File: config.mk
export PLATFORM = sky130hd
export DESIGN_NAME = swscf_ram
export DESIGN_NICKNAME = d
export VERILOG_FILES = /design/src/rtl/swscf_ram.sv
export SDC_FILE = /design/constraint.sdc
export NUM_CORES = 1
export LEC_CHECK = 0
export BUFFER_PORTS_ARGS = -buffer_cell sky130_fd_sc_hd__buf_2
export CAP_MARGIN = 10
export CELL_PAD_IN_SITES_DETAIL_PLACEMENT = 0
export CELL_PAD_IN_SITES_GLOBAL_PLACEMENT = 2
export CORE_MARGIN = 3
export CORE_UTILIZATION = 49
export CTS_CLUSTER_DIAMETER = 50
export DETAILED_ROUTE_END_ITERATION = 7
export PLACE_DENSITY = 0.85
export SYNTH_ARGS = -nofsm -noshare
export SYNTH_HDL_FRONTEND = slang
export SYNTH_SLANG_ARGS = --single-unit
File: constraint.sdc
create_clock -name clk -period 3.1 [get_ports clk]
set_input_delay 0.31 -clock clk [delete_from_list [all_inputs] [get_ports clk]]
set_output_delay 0.31 -clock clk [all_outputs]
set_load 0.1 [all_outputs]
File: src/rtl/swscf_ram.sv
// ----------------------------------------------------------------------------
// swscf_ram: generic single write, single read memory
// one write port, one read port with registered read data
// ----------------------------------------------------------------------------
module swscf_ram #(
  parameter int WIDTH = 33,
  parameter int DEPTH = 33
) (
  input  logic                     clk,
  input  logic                     we,
  input  logic [$clog2(DEPTH)-1:0] waddr,
  input  logic [WIDTH-1:0]         wdata,
  input  logic                     re,
  input  logic [$clog2(DEPTH)-1:0] raddr,
  output logic [WIDTH-1:0]         rdata
);

  logic [WIDTH-1:0] mem [DEPTH];
  logic [WIDTH-1:0] rdata_r;

  always_ff @(posedge clk) begin
    if (we) begin
      mem[waddr] <= wdata;
    end
    if (re) begin
      rdata_r <= mem[raddr];
    end
  end

  assign rdata = rdata_r;

endmodule

==> impl_metrics.toml <==
[outcome]
status = "finished, final reports clean"

[cts]
ctsHtreeMaxLevel = 3
cts_tree = "done"
clock_latency_ns = 0.67
cts_sinks = 1122
clk_path_buf_depth = 3
cts_root_buf = "clkbuf_16"
clkTransAtPathRegs_ns = 0.06
numCtsBuffers = 110

[critical_path]
slowest_stage = "buf_12"
r2r-start = "mem[13][8]"
slowest_delay_ns = 0.46
cp_max_fo = 70
crit_chain = "buf_8 > buf_12 > mux2i_1 > a22o_1 > a221oi_1 > o22ai_1 > o41ai_2"
critPathCapture = "rdata[20]"
criticalPathCategory = "primary input to register"
crit_buf_inv = 2
cp-start-kind = "primary input"
cp.arrival_ns = 2.37
crit_path_end_kind = "register"
worst-path-stages = 7
critical_path_required_ns = 3.55
r2r_slack_ns = 1.43
cp_top_family = "compound AO/OA/AOI/OAI gates"
rr_endpoint = "rdata[8]"
startpoint = "raddr[0]"
reg2reg_depth = 5

[logic_synthesis]
synth.top_cells.by_count = "edfxtp_1, mux2i_1, a22oi_1"
synth.largest_area_cell = "edfxtp_1"
synth_area_um2 = 43600
yosysWarnings = 0
syn_inst = 2277
ys_seq_elements = 1122
yosysTopAreaCellShare_pct = 77.3
synthTopCellsByArea = "edfxtp_1, mux2i_1, a22oi_1, a22o_1, o41ai_2"
synthFlopType = "edfxtp_1"
synthArstFlopShare_pct = 0
yosysSeqAreaShare_pct = 77.3
avgSynthCellArea_um2 = 19.1
yosysMostFrequentCell = "edfxtp_1"
ys_types = 26
synth-edff-count = 1122
syn_nets = 2325

[pwr]
p_sw_share_pct = 21.5
p_leak_nw = 17.0
seqPwrFrac_pct = 54.2
power_density_nw_per_um2 = 628
irDropWorstVdd_uv = 419
pwr-share-comb_pct = 5.7
p_clk_share_pct = 40.1
switchingPower_w = 0.00671
internal_power_w = 0.0244

[timing]
worst-slew-pin-transition_ns = 0.948
max_freq_ghz = 0.523
finalMaxSlewViolations = 0
max-slew-margin-rel_pct = 36.8
finClkSkew_ns = 0.0185
setup_tns_ns = 0
worst_slack_ns = 1.19
finalHoldViolations = 0
timing.final.crit_share_pct = 61.7
setup_viol_count_final = 0
layout_min_cycle_time_ns = 1.91
rsz0062_at_grt = "false"

[worst_hold_path]
hp-class = "primary input to register"

[placed_design]
dp_hpwl_um = 53400
gp_congestion = 0.755
portBuffers = 80
place_ws_ns = 0.548

[grt]
track_usage_pct = 23.0
grt_antenna_before_repair = 4
grt_pass1_vias = 22900
grt_pass1_wl_um = 156000
grt_max_degree = 87
grt_overflow = 0

[route]
route.detailed.drc = 0
ant_nets = 0
wl_per_cell_um = 29.4
vias_per_cell = 6.17
drt_iter0_markers = 2530
routed_wirelength_um = 108000
firstDrtPassIters = 5
vias = 22700

[die]
io_pins = 81
fp.dieArea_um2 = 92600
die_w_um = 304
core_um2 = 87400
initial_core_util_pct = 49.8
num_rows = 108
dieHeight_um = 304

[layout]
drive_above_1_share_pct = 17.5
synthToLayoutAreaGrowth_pct = 13.9
nets = 2479

[flow_run]
drv_cap = 0
[cell families after synthesis]
| group | Yosys count | synth area share, % |
|---|---|---|
| buffers and inverters | 140 | 1.82 |
| AOI/OAI and AO/OA | 396 | 7.85 |
| and+or+nand+nor | 91 | 0.901 |
| DFF | 1122 | 77.3 |
| muxes | 528 | 12.1 |
[routing by layer]
layer | global-route usage [%] | part of all wire (%)
met2 | 35.8 | 47
met3 | 3.85 | 8.5
met4 | 7.27 | 2.7
met1 | 33.4 | 42
met5 | 0 | 0
[metrics by stage]
| step | hold slack [ns] | power, W | util (%) | cell area [µm²] | std cells |
|---|---|---|---|---|---|
| finish | 0.136 | 0.0312 | 56.8 | 49600 | 3675 |
| CTS | 0.0986 | 0.0313 | 56.8 | 49600 | 3672 |
| global placement | 0.501 | 0.0189 | 52.9 | 46300 | 3473 |
| global route | 0.145 | 0.0321 | 56.8 | 49600 | 3673 |
| floorplan | 0.409 | 0.0183 | - | 43600 | 2277 |
| detailed placement | 0.502 | 0.0190 | 52.9 | 46300 | 3473 |
[how the worst min path moves through the flow]
stage                      from          end  slack (ns)  cells after the start
floorplan              wdata[0]    mem[0][0]        0.41                      0
global placement    mem[32][15]    rdata[15]        0.50                      2
detailed placement  mem[32][27]    rdata[27]        0.50                      2
CTS                   wdata[28]  mem[26][28]         0.1                      1
global route          wdata[14]  mem[26][14]        0.14                      1
finish                wdata[14]  mem[26][14]        0.14                      1
[power by group through the flow]
stage | Combinational (W) | Clock, W | Sequential [W]
CTS | 0.00176 | 0.0127 | 0.0169
floorplan | 0.000897 | 0 | 0.0174
global route | 0.00187 | 0.0134 | 0.0169
finish | 0.00176 | 0.0125 | 0.0169
global placement | 0.00172 | 0 | 0.0172
detailed placement | 0.00176 | 0 | 0.0172
[cells in the final DEF (no fill, tap or decap), types with 3 or more instances in the layout]
| cell type | synthesis | layout |
|---|---|---|
| clkinv_2 | 0 | 22 |
| buf_12 | 0 | 46 |
| a22oi_1 | 132 | 132 |
| mux2i_1 | 528 | 528 |
| bufinv_16 | 0 | 6 |
| clkinv_1 | 0 | 22 |
| a221oi_1 | 34 | 34 |
| clkbuf_16 | 0 | 111 |
| a21oi_1 | 66 | 66 |
| o41ai_2 | 33 | 33 |
| nor2_4 | 0 | 34 |
| diode_2 | 0 | 3 |
| buf_2 | 18 | 78 |
| nand3_1 | 3 | 3 |
| o22ai_1 | 33 | 33 |
| clkinv_4 | 0 | 3 |
| nand3b_1 | 4 | 4 |
| buf_4 | 31 | 56 |
| nand2_1 | 37 | 36 |
| edfxtp_1 | 1122 | 1122 |
| clkbuf_1 | 59 | 24 |
| a221oi_2 | 32 | 32 |
| inv_6 | 0 | 6 |
| a22o_1 | 66 | 66 |
[what timing repair did]
item,CTS,global route
hold buffers,1,0
hold endpoints to repair,3,0
resized for setup,0,0
setup buffers,0,0
setup endpoints to repair,0,0
[state kept, by name, indices dropped and copies added (netlist names)]
signal	cells
mem	1089
rdata	33
[area by class of cell]
| type | instances | area [µm²] |
|---|---|---|
| Tap cell | 1155 | 1450 |
| Antenna cell | 3 | 7.51 |
| Multi-Input combinational cell | 1015 | 9380 |
| Clock buffer | 135 | 2870 |
| Sequential cell | 1122 | 33700 |
| Timing Repair Buffer | 182 | 1760 |
| Fill cell | 6408 | 37800 |
| Clock inverter | 63 | 499 |
(Power assumes the default switching activity.)
